<file path="src/rtl/core/qet_pkg.sv">
// Shared types, character constants and classification functions for the tokenizer.
package qet_pkg;

  localparam int unsigned CharW  = 8;
  localparam int unsigned CountW = 8;

  localparam logic [CharW-1:0] ChEol    = 8'h00;
  localparam logic [CharW-1:0] ChQuote  = 8'h22;
  localparam logic [CharW-1:0] ChBslash = 8'h5C;
  localparam logic [CharW-1:0] ChLowT   = 8'h74;
  localparam logic [CharW-1:0] ChLowB   = 8'h62;
  localparam logic [CharW-1:0] ChLowN   = 8'h6E;
  localparam logic [CharW-1:0] ChLowR   = 8'h72;
  localparam logic [CharW-1:0] ChLowF   = 8'h66;
  localparam logic [CharW-1:0] ChTab    = 8'h09;
  localparam logic [CharW-1:0] ChBs     = 8'h08;
  localparam logic [CharW-1:0] ChLf     = 8'h0A;
  localparam logic [CharW-1:0] ChCr     = 8'h0D;
  localparam logic [CharW-1:0] ChFf     = 8'h0C;
  localparam logic [CharW-1:0] ChSpace  = 8'h20;
  localparam logic [CharW-1:0] ChTilde  = 8'h7E;

  localparam logic [CountW-1:0] MaxTokensReset = 8'd16;

  // Scan mode, one-hot
  typedef enum logic [5:0] {
    MODE_BETWEEN   = 6'b000001,
    MODE_WORD      = 6'b000010,
    MODE_WORD_ESC  = 6'b000100,
    MODE_QUOTE     = 6'b001000,
    MODE_QUOTE_ESC = 6'b010000,
    MODE_DISCARD   = 6'b100000
  } mode_e;

  typedef enum logic [1:0] {
    ST_OK       = 2'd0,
    ST_TOO_MANY = 2'd1,
    ST_NONPRINT = 2'd2,
    ST_UNCLOSED = 2'd3
  } status_e;

  // One result transaction
  typedef struct packed {
    logic [CharW-1:0]  out_char;
    logic              char_valid;
    logic [CountW-1:0] token_index;
    logic              token_start;
    logic              token_end;
    logic              done_res;
    status_e           status;
    logic [CountW-1:0] token_count;
  } res_t;

  function automatic logic is_space(input logic [CharW-1:0] c);
    return (c == ChSpace) || ((c >= ChTab) && (c <= ChCr));
  endfunction

  function automatic logic is_print(input logic [CharW-1:0] c);
    return (c >= ChSpace) && (c <= ChTilde);
  endfunction

  // Escape translation of the byte after a backslash
  function automatic logic [CharW-1:0] translate(input logic [CharW-1:0] c);
    logic [CharW-1:0] r;
    case (c)
      ChLowT:  r = ChTab;
      ChLowB:  r = ChBs;
      ChLowN:  r = ChLf;
      ChLowR:  r = ChCr;
      ChLowF:  r = ChFf;
      default: r = c;
    endcase
    return r;
  endfunction

endpackage

</file>
<file path="src/rtl/core/qet_step.sv">
// Next-mode and result logic for one character of the tokenizer.
module qet_step (
  input  qet_pkg::mode_e                    mode_i,
  input  logic [qet_pkg::CountW-1:0]        words_i,
  input  logic [qet_pkg::CountW-1:0]        max_tokens_i,
  input  logic [qet_pkg::CharW-1:0]         char_i,
  output qet_pkg::mode_e                    mode_o,
  output logic [qet_pkg::CountW-1:0]        words_o,
  output logic                              has_res_o,
  output qet_pkg::res_t                     res_o
);
  import qet_pkg::*;

  logic [CountW-1:0] words_inc;
  logic              limit_after;
  logic              c_eol, c_space, c_print;

  assign words_inc   = words_i + CountW'(1);
  assign limit_after = ({1'b0, words_i} + {{CountW{1'b0}}, 1'b1}) >= {1'b0, max_tokens_i};
  assign c_eol       = (char_i == ChEol);
  assign c_space     = is_space(char_i);
  assign c_print     = is_print(char_i);

  // Mode transition and result fields
  always_comb begin
    mode_o    = mode_i;
    words_o   = words_i;
    has_res_o = 1'b0;
    res_o     = '0;
    unique case (mode_i)
      MODE_BETWEEN: begin
        if (c_space) begin
          has_res_o = 1'b0;
        end else if (c_eol) begin
          has_res_o         = 1'b1;
          res_o.done_res    = 1'b1;
          res_o.status      = ST_OK;
          res_o.token_count = words_i;
          mode_o            = MODE_BETWEEN;
          words_o           = '0;
        end else if (words_i >= max_tokens_i) begin
          has_res_o      = 1'b1;
          res_o.done_res = 1'b1;
          res_o.status   = ST_TOO_MANY;
          mode_o         = MODE_DISCARD;
        end else if (char_i == ChQuote) begin
          has_res_o         = 1'b1;
          res_o.token_index = words_i;
          res_o.token_start = 1'b1;
          mode_o            = MODE_QUOTE;
        end else if (!c_print) begin
          has_res_o      = 1'b1;
          res_o.done_res = 1'b1;
          res_o.status   = ST_NONPRINT;
          mode_o         = MODE_DISCARD;
        end else if (char_i == ChBslash) begin
          has_res_o         = 1'b1;
          res_o.token_index = words_i;
          res_o.token_start = 1'b1;
          mode_o            = MODE_WORD_ESC;
        end else begin
          has_res_o         = 1'b1;
          res_o.out_char    = char_i;
          res_o.char_valid  = 1'b1;
          res_o.token_index = words_i;
          res_o.token_start = 1'b1;
          mode_o            = MODE_WORD;
        end
      end
      MODE_WORD: begin
        if (c_eol) begin
          has_res_o         = 1'b1;
          res_o.token_index = words_i;
          res_o.token_end   = 1'b1;
          res_o.done_res    = 1'b1;
          res_o.status      = ST_OK;
          res_o.token_count = words_inc;
          mode_o            = MODE_BETWEEN;
          words_o           = '0;
        end else if (c_space) begin
          has_res_o         = 1'b1;
          res_o.token_index = words_i;
          res_o.token_end   = 1'b1;
          words_o           = words_inc;
          mode_o            = MODE_BETWEEN;
        end else if (!c_print) begin
          has_res_o         = 1'b1;
          res_o.token_index = words_i;
          res_o.token_end   = 1'b1;
          res_o.done_res    = 1'b1;
          res_o.status      = limit_after ? ST_TOO_MANY : ST_NONPRINT;
          mode_o            = MODE_DISCARD;
        end else if (char_i == ChBslash) begin
          mode_o = MODE_WORD_ESC;
        end else begin
          has_res_o         = 1'b1;
          res_o.out_char    = char_i;
          res_o.char_valid  = 1'b1;
          res_o.token_index = words_i;
        end
      end
      MODE_WORD_ESC: begin
        has_res_o         = 1'b1;
        res_o.token_index = words_i;
        if (c_eol) begin
          res_o.token_end   = 1'b1;
          res_o.done_res    = 1'b1;
          res_o.status      = ST_OK;
          res_o.token_count = words_inc;
          mode_o            = MODE_BETWEEN;
          words_o           = '0;
        end else begin
          res_o.out_char   = translate(char_i);
          res_o.char_valid = 1'b1;
          mode_o           = MODE_WORD;
        end
      end
      MODE_QUOTE: begin
        if (c_eol) begin
          has_res_o      = 1'b1;
          res_o.done_res = 1'b1;
          res_o.status   = ST_UNCLOSED;
          mode_o         = MODE_BETWEEN;
          words_o        = '0;
        end else if (char_i == ChQuote) begin
          has_res_o         = 1'b1;
          res_o.token_index = words_i;
          res_o.token_end   = 1'b1;
          words_o           = words_inc;
          mode_o            = MODE_BETWEEN;
        end else if (!c_print) begin
          has_res_o      = 1'b1;
          res_o.done_res = 1'b1;
          res_o.status   = ST_NONPRINT;
          mode_o         = MODE_DISCARD;
        end else if (char_i == ChBslash) begin
          mode_o = MODE_QUOTE_ESC;
        end else begin
          has_res_o         = 1'b1;
          res_o.out_char    = char_i;
          res_o.char_valid  = 1'b1;
          res_o.token_index = words_i;
        end
      end
      MODE_QUOTE_ESC: begin
        has_res_o = 1'b1;
        if (c_eol) begin
          res_o.done_res = 1'b1;
          res_o.status   = ST_UNCLOSED;
          mode_o         = MODE_BETWEEN;
          words_o        = '0;
        end else begin
          res_o.out_char    = translate(char_i);
          res_o.char_valid  = 1'b1;
          res_o.token_index = words_i;
          mode_o            = MODE_QUOTE;
        end
      end
      MODE_DISCARD: begin
        // silent until line end
        if (c_eol) begin
          mode_o  = MODE_BETWEEN;
          words_o = '0;
        end
      end
      default: begin
        mode_o  = MODE_BETWEEN;
        words_o = '0;
      end
    endcase
  end

endmodule

</file>
<file path="src/rtl/core/qet_out_reg.sv">
// Result register with valid/ready handshake toward the consumer.
module qet_out_reg (
  input  logic          clk_i,
  input  logic          rst_ni,
  input  logic          load_i,
  input  qet_pkg::res_t res_i,
  input  logic          out_ready_i,
  output logic          out_valid_o,
  output logic          free_o,
  output qet_pkg::res_t res_o
);
  import qet_pkg::*;

  logic valid_q, valid_d;
  res_t res_q;

  // Register can take a new result when empty or draining this cycle
  assign free_o  = !valid_q || out_ready_i;
  assign valid_d = load_i ? 1'b1 : (out_ready_i ? 1'b0 : valid_q);

  always_ff @(posedge clk_i or negedge rst_ni) begin
    if (!rst_ni) begin
      valid_q <= 1'b0;
    end else begin
      valid_q <= valid_d;
    end
  end

  always_ff @(posedge clk_i) begin
    if (load_i) begin
      res_q <= res_i;
    end
  end

  assign out_valid_o = valid_q;
  assign res_o       = res_q;

endmodule

</file>
<file path="src/rtl/core/quoted_escape_tokenizer.sv">
// Top level of the quoted-word tokenizer: input register, scan state and result register.
// A character is held in the input register, and its result is then loaded into the result register.
// Throughput: one character per cycle while the result register can take each result; a full one stalls input.
// Characters that produce no result (spaces, backslashes, discarded bytes) still pass through the input register.
// Reset: scan state returns to between-words with zero words, max_tokens returns to 16,
// and both the input and result registers are emptied.
module quoted_escape_tokenizer (
  input  logic                       clk_i,
  input  logic                       rst_ni,
  input  logic                       cfg_we_i,
  input  logic [qet_pkg::CountW-1:0] cfg_data_i,
  input  logic                       in_valid_i,
  output logic                       in_ready_o,
  input  logic [qet_pkg::CharW-1:0]  char_code_i,
  output logic                       out_valid_o,
  input  logic                       out_ready_i,
  output logic [qet_pkg::CharW-1:0]  out_char_o,
  output logic                       char_valid_o,
  output logic [qet_pkg::CountW-1:0] token_index_o,
  output logic                       token_start_o,
  output logic                       token_end_o,
  output logic                       done_res_o,
  output logic [1:0]                 status_o,
  output logic [qet_pkg::CountW-1:0] token_count_o
);
  import qet_pkg::*;

  logic              s1_valid_q, s1_valid_d;
  logic [CharW-1:0]  s1_char_q;
  mode_e             mode_q, mode_d;
  logic [CountW-1:0] words_q, words_d;
  logic [CountW-1:0] max_q;
  logic              has_res, out_free, s1_adv;
  res_t              step_res, out_res;

  // Scan logic for the character held in the input register
  qet_step u_step (
    .mode_i       (mode_q),
    .words_i      (words_q),
    .max_tokens_i (max_q),
    .char_i       (s1_char_q),
    .mode_o       (mode_d),
    .words_o      (words_d),
    .has_res_o    (has_res),
    .res_o        (step_res)
  );

  qet_out_reg u_out (
    .clk_i       (clk_i),
    .rst_ni      (rst_ni),
    .load_i      (s1_adv && has_res),
    .res_i       (step_res),
    .out_ready_i (out_ready_i),
    .out_valid_o (out_valid_o),
    .free_o      (out_free),
    .res_o       (out_res)
  );

  // Input stage advances unless its result finds the output register full
  assign s1_adv     = s1_valid_q && (!has_res || out_free);
  assign in_ready_o = !s1_valid_q || s1_adv;
  assign s1_valid_d = (in_valid_i && in_ready_o) ? 1'b1 : (s1_adv ? 1'b0 : s1_valid_q);

  always_ff @(posedge clk_i or negedge rst_ni) begin
    if (!rst_ni) begin
      s1_valid_q <= 1'b0;
      mode_q     <= MODE_BETWEEN;
      words_q    <= '0;
      max_q      <= MaxTokensReset;
    end else begin
      s1_valid_q <= s1_valid_d;
      if (s1_adv) begin
        mode_q  <= mode_d;
        words_q <= words_d;
      end
      if (cfg_we_i) begin
        max_q <= cfg_data_i;
      end
    end
  end

  always_ff @(posedge clk_i) begin
    if (in_valid_i && in_ready_o) begin
      s1_char_q <= char_code_i;
    end
  end

  // Result fields
  assign out_char_o    = out_res.out_char;
  assign char_valid_o  = out_res.char_valid;
  assign token_index_o = out_res.token_index;
  assign token_start_o = out_res.token_start;
  assign token_end_o   = out_res.token_end;
  assign done_res_o    = out_res.done_res;
  assign status_o      = out_res.status;
  assign token_count_o = out_res.token_count;

  // Discarding never yields a result
  a_discard_silent: assert property (@(posedge clk_i) disable iff (!rst_ni)
    s1_valid_q && (mode_q == MODE_DISCARD) |-> !has_res)
    else $error("result produced while discarding");

  // Error status carries no word count
  a_err_no_count: assert property (@(posedge clk_i) disable iff (!rst_ni)
    out_valid_o && done_res_o && (status_o != ST_OK) |-> (token_count_o == '0))
    else $error("error status with nonzero token count");

  // A word character is never a status result
  a_char_not_done: assert property (@(posedge clk_i) disable iff (!rst_ni)
    out_valid_o && char_valid_o |-> !done_res_o)
    else $error("character result flagged as done");

  // A finished line leaves the scanner between words or discarding
  a_done_mode: assert property (@(posedge clk_i) disable iff (!rst_ni)
    s1_adv && has_res && step_res.done_res
      |=> (mode_q == MODE_BETWEEN) || (mode_q == MODE_DISCARD))
    else $error("scanner mid-word after status result");

  // Output register cannot be overwritten while holding an untaken result
  a_no_overwrite: assert property (@(posedge clk_i) disable iff (!rst_ni)
    out_valid_o && !out_ready_i |-> !(s1_adv && has_res))
    else $error("result register overwritten");

endmodule

</file>
<file path="config.mk">
export PLATFORM = sky130hd
export DESIGN_NAME = quoted_escape_tokenizer
export DESIGN_NICKNAME = d
export VERILOG_FILES = /design/src/rtl/core/qet_pkg.sv /design/src/rtl/core/qet_step.sv /design/src/rtl/core/qet_out_reg.sv /design/src/rtl/core/quoted_escape_tokenizer.sv
export SDC_FILE = /design/constraint.sdc
export NUM_CORES = 1
export LEC_CHECK = 0
export BUFFER_PORTS_ARGS = -buffer_cell sky130_fd_sc_hd__buf_2
export CORE_UTILIZATION = 52
export CTS_BUF_LIST = sky130_fd_sc_hd__clkbuf_8 sky130_fd_sc_hd__clkbuf_16
export DETAILED_ROUTE_END_ITERATION = 7
export PLACE_DENSITY_LB_ADDON = 0.08
export SLEW_MARGIN = 30
export SYNTH_ARGS = -nofsm -noshare
export SYNTH_HDL_FRONTEND = slang
export SYNTH_SLANG_ARGS = --single-unit
</file>
<file path="constraint.sdc">
create_clock -name clk_i -period 3.8 [get_ports clk_i]
set_clock_uncertainty 0.15 [all_clocks]
set_input_delay 0.57 -clock clk_i [delete_from_list [all_inputs] [get_ports clk_i]]
set_output_delay 0.57 -clock clk_i [all_outputs]
set_load 0.01 [all_outputs]
</file>
[After elaboration in Yosys (flattened, before gate mapping)]
Index checks and enable logic that the tools add are counted.
W data, S select, Z words.
Storage, ports and cells
  register bits: 62
  bits of input ports: 21
  output and inout port bits: 32
Operators by class
  add/subtract/negate cells: 2
  magnitude comparators: 6
  eq/ne operators: 20
  muxes and demuxes: 79
  bitwise gates (word level): 1
  reduce and logical (&&, ||, !) cells: 20
Operators by type and width (count)
  $mux W8: 12
  $pmux W17 S5: 1
  $mux W6: 14
  $mux W18: 4
  $mux W9: 8
  $mux W17: 4
  $eq A8 B7 Y1 const B: 6
  $pmux W8 S5: 1
  $pmux W6 S6: 1
  $pmux W8 S4: 1
  $mux W3: 8
  $pmux W8 S3: 1
  $eq A8 B6 Y1 const B: 2
  $pmux W3 S5: 1
  $mux W1: 14
  $mux W12: 1
  $mux W4: 3
  $mux W11: 1
  $add A8 B1 Y9 const B: 1
  $ge A9 B8 Y1: 1
  $add A8 B1 Y8 const B: 1
  $ge A8 B4 Y1 const B: 1
  $ge A8 B6 Y1 const B: 1
  $ge A8 B8 Y1: 1
  27 further kinds: 39

[Longest topological paths before layout]
  word-level depth: 12
  gate-level depth with buffers: 12

[By module]
From an unflattened synthesis, not the netlist that was laid out.
Second synthesis, totals
  cells, all modules: 345
  area total of the unflattened synthesis: 3757.4 µm²
Modules (own cells, without submodules)
  qet_step: instances 1, cells each 251, area each 1632.8 µm², seq. area each 0.0 µm²
  quoted_escape_tokenizer: instances 1, cells each 61, area each 1176.1 µm², seq. area each 818.3 µm²
  qet_out_reg: instances 1, cells each 33, area each 948.4 µm², seq. area each 925.9 µm²

[Worst setup path before layout]
No wires, ideal clock.
  path type: flip-flop to flip-flop
  from: register mode_q[3]
  to: register u_out.res_q (netlist bit u_out.res_o[0]), enable pin
  library setup time: 0.417 ns
  arrival: 2.707 ns
  data required time: 3.233 ns
  setup slack: 0.526 ns
  stages on the path, launching flop included: 9
  buffers on the path: 2
  clock period less this slack: 3.274 ns
  cells stage by stage: dfrtp_1 -> clkbuf_1 -> nor2_1 -> and3_1 -> clkbuf_1 -> nand3_1 -> nand2_1 -> nand2_1 -> nor2_1
Between the ends
  longest elaborated chain between the ends: 7
  elaborated cells on any way between the ends: 11
Ends and longest elaborated chain
  from (decl): line quoted_escape_tokenizer.sv:30  | mode_e mode_q, mode_d;
  from (signal assigned): line quoted_escape_tokenizer.sv:73  | mode_q <= mode_d;
  $eq A6 B3 Y1 / $eq A6 B5 Y1 (equally long branches): line qet_step.sv:30  | unique case (mode_i)
  $reduce_or A2 Y1 (no source line)
  $pmux W1 S4 (*): line qet_step.sv:30
  $logic_not A1 Y1: line quoted_escape_tokenizer.sv:60  | assign s1_adv = s1_valid_q && (!has_res || out_free);
  $logic_or A1 B1 Y1: line quoted_escape_tokenizer.sv:60
  $logic_and A1 B1 Y1: line quoted_escape_tokenizer.sv:60
  $logic_and A1 B1 Y1 (*): line quoted_escape_tokenizer.sv:51  | .load_i (s1_adv && has_res),
  net u_out.load_i: line qet_out_reg.sv:5  | input logic load_i,
  to (signal assigned): line qet_out_reg.sv:31  | res_q <= res_i;
  to (decl): line qet_out_reg.sv:15  | res_t res_q;
Mark *: on every way through the listed nets, which the timed path passes. The rest lies on a longest branch.
A chain may end at the register's enable or synchronous reset.

[Worst setup path after layout]
  from: register s1_char_q[1]
  to: output in_ready_o
Between the ends
  longest elaborated chain between the ends: 10
  elaborated cells on any way between the ends: 23
Ends and longest elaborated chain
  from (decl): line quoted_escape_tokenizer.sv:29  | logic [CharW-1:0] s1_char_q;
  from (signal assigned): line quoted_escape_tokenizer.sv:84  | s1_char_q <= char_code_i;
  $ge A8 B6 Y1 (tied with other cells): line qet_pkg.sv:59  | return (c >= ChSpace) && (c <= ChTilde);
  $logic_and A1 B1 Y1 (tied with other cells): line qet_pkg.sv:59
  $mux W1 / $logic_or A1 B1 Y1 (equally long branches): line qet_step.sv:86, qet_pkg.sv:55
  $mux W1, on equally long branches: line qet_step.sv:125, qet_step.sv:80
  $mux W1, on equally long branches: line qet_step.sv:119, qet_step.sv:71
  $pmux W1 S4 (*): line qet_step.sv:30
  $logic_not A1 Y1 (*): line quoted_escape_tokenizer.sv:60
  $logic_or A1 B1 Y1 (*): line quoted_escape_tokenizer.sv:60
  $logic_and A1 B1 Y1 (*): line quoted_escape_tokenizer.sv:60
  $logic_or A1 B1 Y1 (*): line quoted_escape_tokenizer.sv:61  | assign in_ready_o = !s1_valid_q || s1_adv;
  to (decl): line quoted_escape_tokenizer.sv:13  | output logic in_ready_o,
Every way passes the cells marked *; elsewhere a longest branch is shown, timed or not.

==> impl_metrics.json <==
{
  "cts_setup_buffers": 0,
  "ys_warn_count": 0,
  "antenna_left": 0,
  "netlist_area_um2": 3620,
  "cp-start-kind": "flip-flop",
  "drt_iter0_drc": 251,
  "period_needed_ps": 3130,
  "tightest_slew_ps": 788,
  "max_clock_freq_mhz": 320,
  "vias": 2892,
  "clock_sinks": 62,
  "die-area_um2": 7310,
  "cts_buffers": 9,
  "ios": 53,
  "dp_hpwl_um": 5700,
  "power_density_nw_per_um2": 531,
  "crit_path_end_kind": "primary output",
  "cts_hold_buf": 0,
  "place_ws_ps": 762,
  "status": "finished, final reports clean",
  "worstSetupPathType": "reg -> out",
  "antenna_found_initial": 0,
  "initial_core_util": 0.536,
  "synth_nets": 402,
  "hold_ws_ps": 67.5,
  "port_buffers": 52,
  "cts_tree": "done",
  "dr_wl_met3_um": 429,
  "power_leakage_nw": 1.77,
  "area_delta_synth_final_pct": 12.8,
  "antenna_cells": 0,
  "nNetsFinal": 449,
  "drt_drc_violations_left": 0,
  "worst-path-max-fanout": 13,
  "rr_worst_depth": 6,
  "hold_viol": 0,
  "num_rows": 30,
  "vdd_drop_max_uv": 417,
  "routed.top_layer": "met4",
  "critPathRequiredTime_ps": 3080,
  "period_share": 0.823,
  "ctsRootBufferMaster": "clkbuf_8",
  "via_per_inst": 5.83,
  "groute.usage.overall": 0.225,
  "core_um2": 6760,
  "r2r_start": "s1_char_q[1]",
  "grt_overflow": 0,
  "tns_ps": 0,
  "avgRoutedWirePerCell_um": 15.9,
  "cts_buffer_depth": 2,
  "drt-total-wl_um": 7880,
  "drive_above_1_share": 0.216,
  "r2r_end": "words_q[4]",
  "ys.flop_type": "edfxtp_1",
  "die_h_um": 85.5,
  "first_global_vias": 2497,
  "m1WireLength_um": 4130,
  "grt_max_degree": 31,
  "final_cell_mix": "52 x buf_2, 38 x edfxtp_1, 33 x nand2_1",
  "synth_edf_count": 38,
  "maxSlewHeadroom": 0.467,
  "setup_viol": 0,
  "clk_latency_ps": 330,
  "wl_met2_um": 3250,
  "drt_first_pass_iters": 4,
  "setup_slack_ps": 674,
  "rsz0062_at_grt": "false",
  "cts_htree_levels": 3,
  "drv_cap": 0,
  "yosys_register_bits": 62,
  "grt_pass1_wl_um": 12600,
  "syn_avg_cell_area_um2": 9.95,
  "mostFrequentLayoutCell": "buf_2",
  "async_flop_share": 0.387,
  "clk_pin_slew_ps": 60,
  "ys_types": 56,
  "worst-r2r-setup-slack_ps": 710,
  "die-width_um": 85.5,
  "synth_cells": 364,
  "drv_slew": 0,
  "post_cts_resize_count": 0,
  "gp_congestion": 0.889,
  "hold_path.class": "in -> async",
  "ys_seq_area_frac": 0.481,
  "worstPathArrival_ps": 2410
}
[Yosys cell counts, types with 2 or more instances]
master	number	area share
edfxtp_1	38	0.31
nand2_1	33	0.034
nor2_1	30	0.031
o21ai_0	25	0.035
dfrtp_1	22	0.15
clkbuf_1	18	0.019
a21oi_1	17	0.023
ha_1	17	0.059
inv_1	17	0.018
nand3_1	14	0.019
nor3_1	12	0.017
and2_1	10	0.017
and3_1	8	0.014
mux2_2	8	0.025
or3_1	7	0.012
xor2_1	7	0.017
o31ai_1	6	0.012
o41ai_1	6	0.015
a31oi_1	5	0.0086
xnor2_1	5	0.012
a21boi_0	4	0.0083
a21o_1	4	0.0083
nand2b_1	3	0.0052
nand3b_1	3	0.0062
nand4_1	3	0.0052
nor2b_1	3	0.0052
nor3_2	3	0.0083
a31o_2	2	0.0048
and4b_1	2	0.0055
dfstp_2	2	0.015
nor4b_1	2	0.0048
o211ai_1	2	0.0041
o31a_1	2	0.0048
or3_4	2	0.0062
[critical path, stage by stage (launching register included)]
cell	delay (ps)
edfxtp_1	580
or3_1	500
or3_1	410
a21oi_1	180
nand2_1	110
nand3_1	140
buf_2	140
[routing by layer]
metal	vias up	global-route usage
met5	-	0
met4	0	0.0864
li1	1436	-
met1	1348	0.347
met2	102	0.315
met3	6	0.0370
[area by class of cell]
cell class	count	area, um2
clock buffers	9	124
well taps	80	100
fillers	594	2670
clock inverters	7	33.8
multi-input cells	266	1740
repair buffers	55	283
inverters	17	63.8
flip-flops and latches	62	1740
[cell families (layout without fill, tap and decap cells)]
| family | Yosys count | in the layout | synth area share |
|---|---|---|---|
| AND/OR/NAND/NOR | 142 | 142 | 0.206 |
| AO/OA/AOI/OAI | 86 | 86 | 0.158 |
| flip-flops | 62 | 62 | 0.481 |
| buffers and inverters | 36 | 88 | 0.0394 |
| adder cells (fa/ha/maj) | 17 | 17 | 0.0587 |
| XOR/XNOR | 12 | 12 | 0.0290 |
| multiplexers | 9 | 9 | 0.0276 |
[through the flow]
stage                     std cells  instance area (um2)  power, mW   util
after floorplan                 364                 3620       1.48      -
after global placement          480                 3930       1.69  0.582
after detailed placement        480                 3930       1.70  0.582
after CTS                       496                 4090       2.18  0.605
after global routing            496                 4090       2.30  0.605
final                           496                 4090       2.17  0.605
[flip-flops by register name (all words and copies together) (netlist names)]
name	count
mode_q	6
u_out.out_valid_o	1
s1_char_q	8
u_out.res_o	30
words_q	8
s1_valid_q	1
max_q	8
[worst max path at each step]
stage / to / cells after the start / slack, ps / startpoint
2_1_floorplan: u_out.res_o[0] / 8 / 530 / mode_q[3]
3_3_place_gp: words_q[7] / 6 / 790 / s1_char_q[1]
3_5_place_dp: words_q[1] / 6 / 760 / s1_char_q[1]
4_1_cts: in_ready_o / 6 / 680 / s1_char_q[1]
5_1_grt: in_ready_o / 6 / 540 / s1_char_q[1]
6_report: in_ready_o / 6 / 670 / s1_char_q[1]
[report_power, final]
group          internal (mW)  switching [mW]  leakage [nW]  total, mW
combinational          0.277           0.448          1.00      0.725
sequential             0.890          0.0838         0.672      0.974
clock                  0.226           0.246        0.0888      0.472
total                   1.39           0.778          1.77       2.17
No activity file was read; power rests on OpenSTA's default activity.
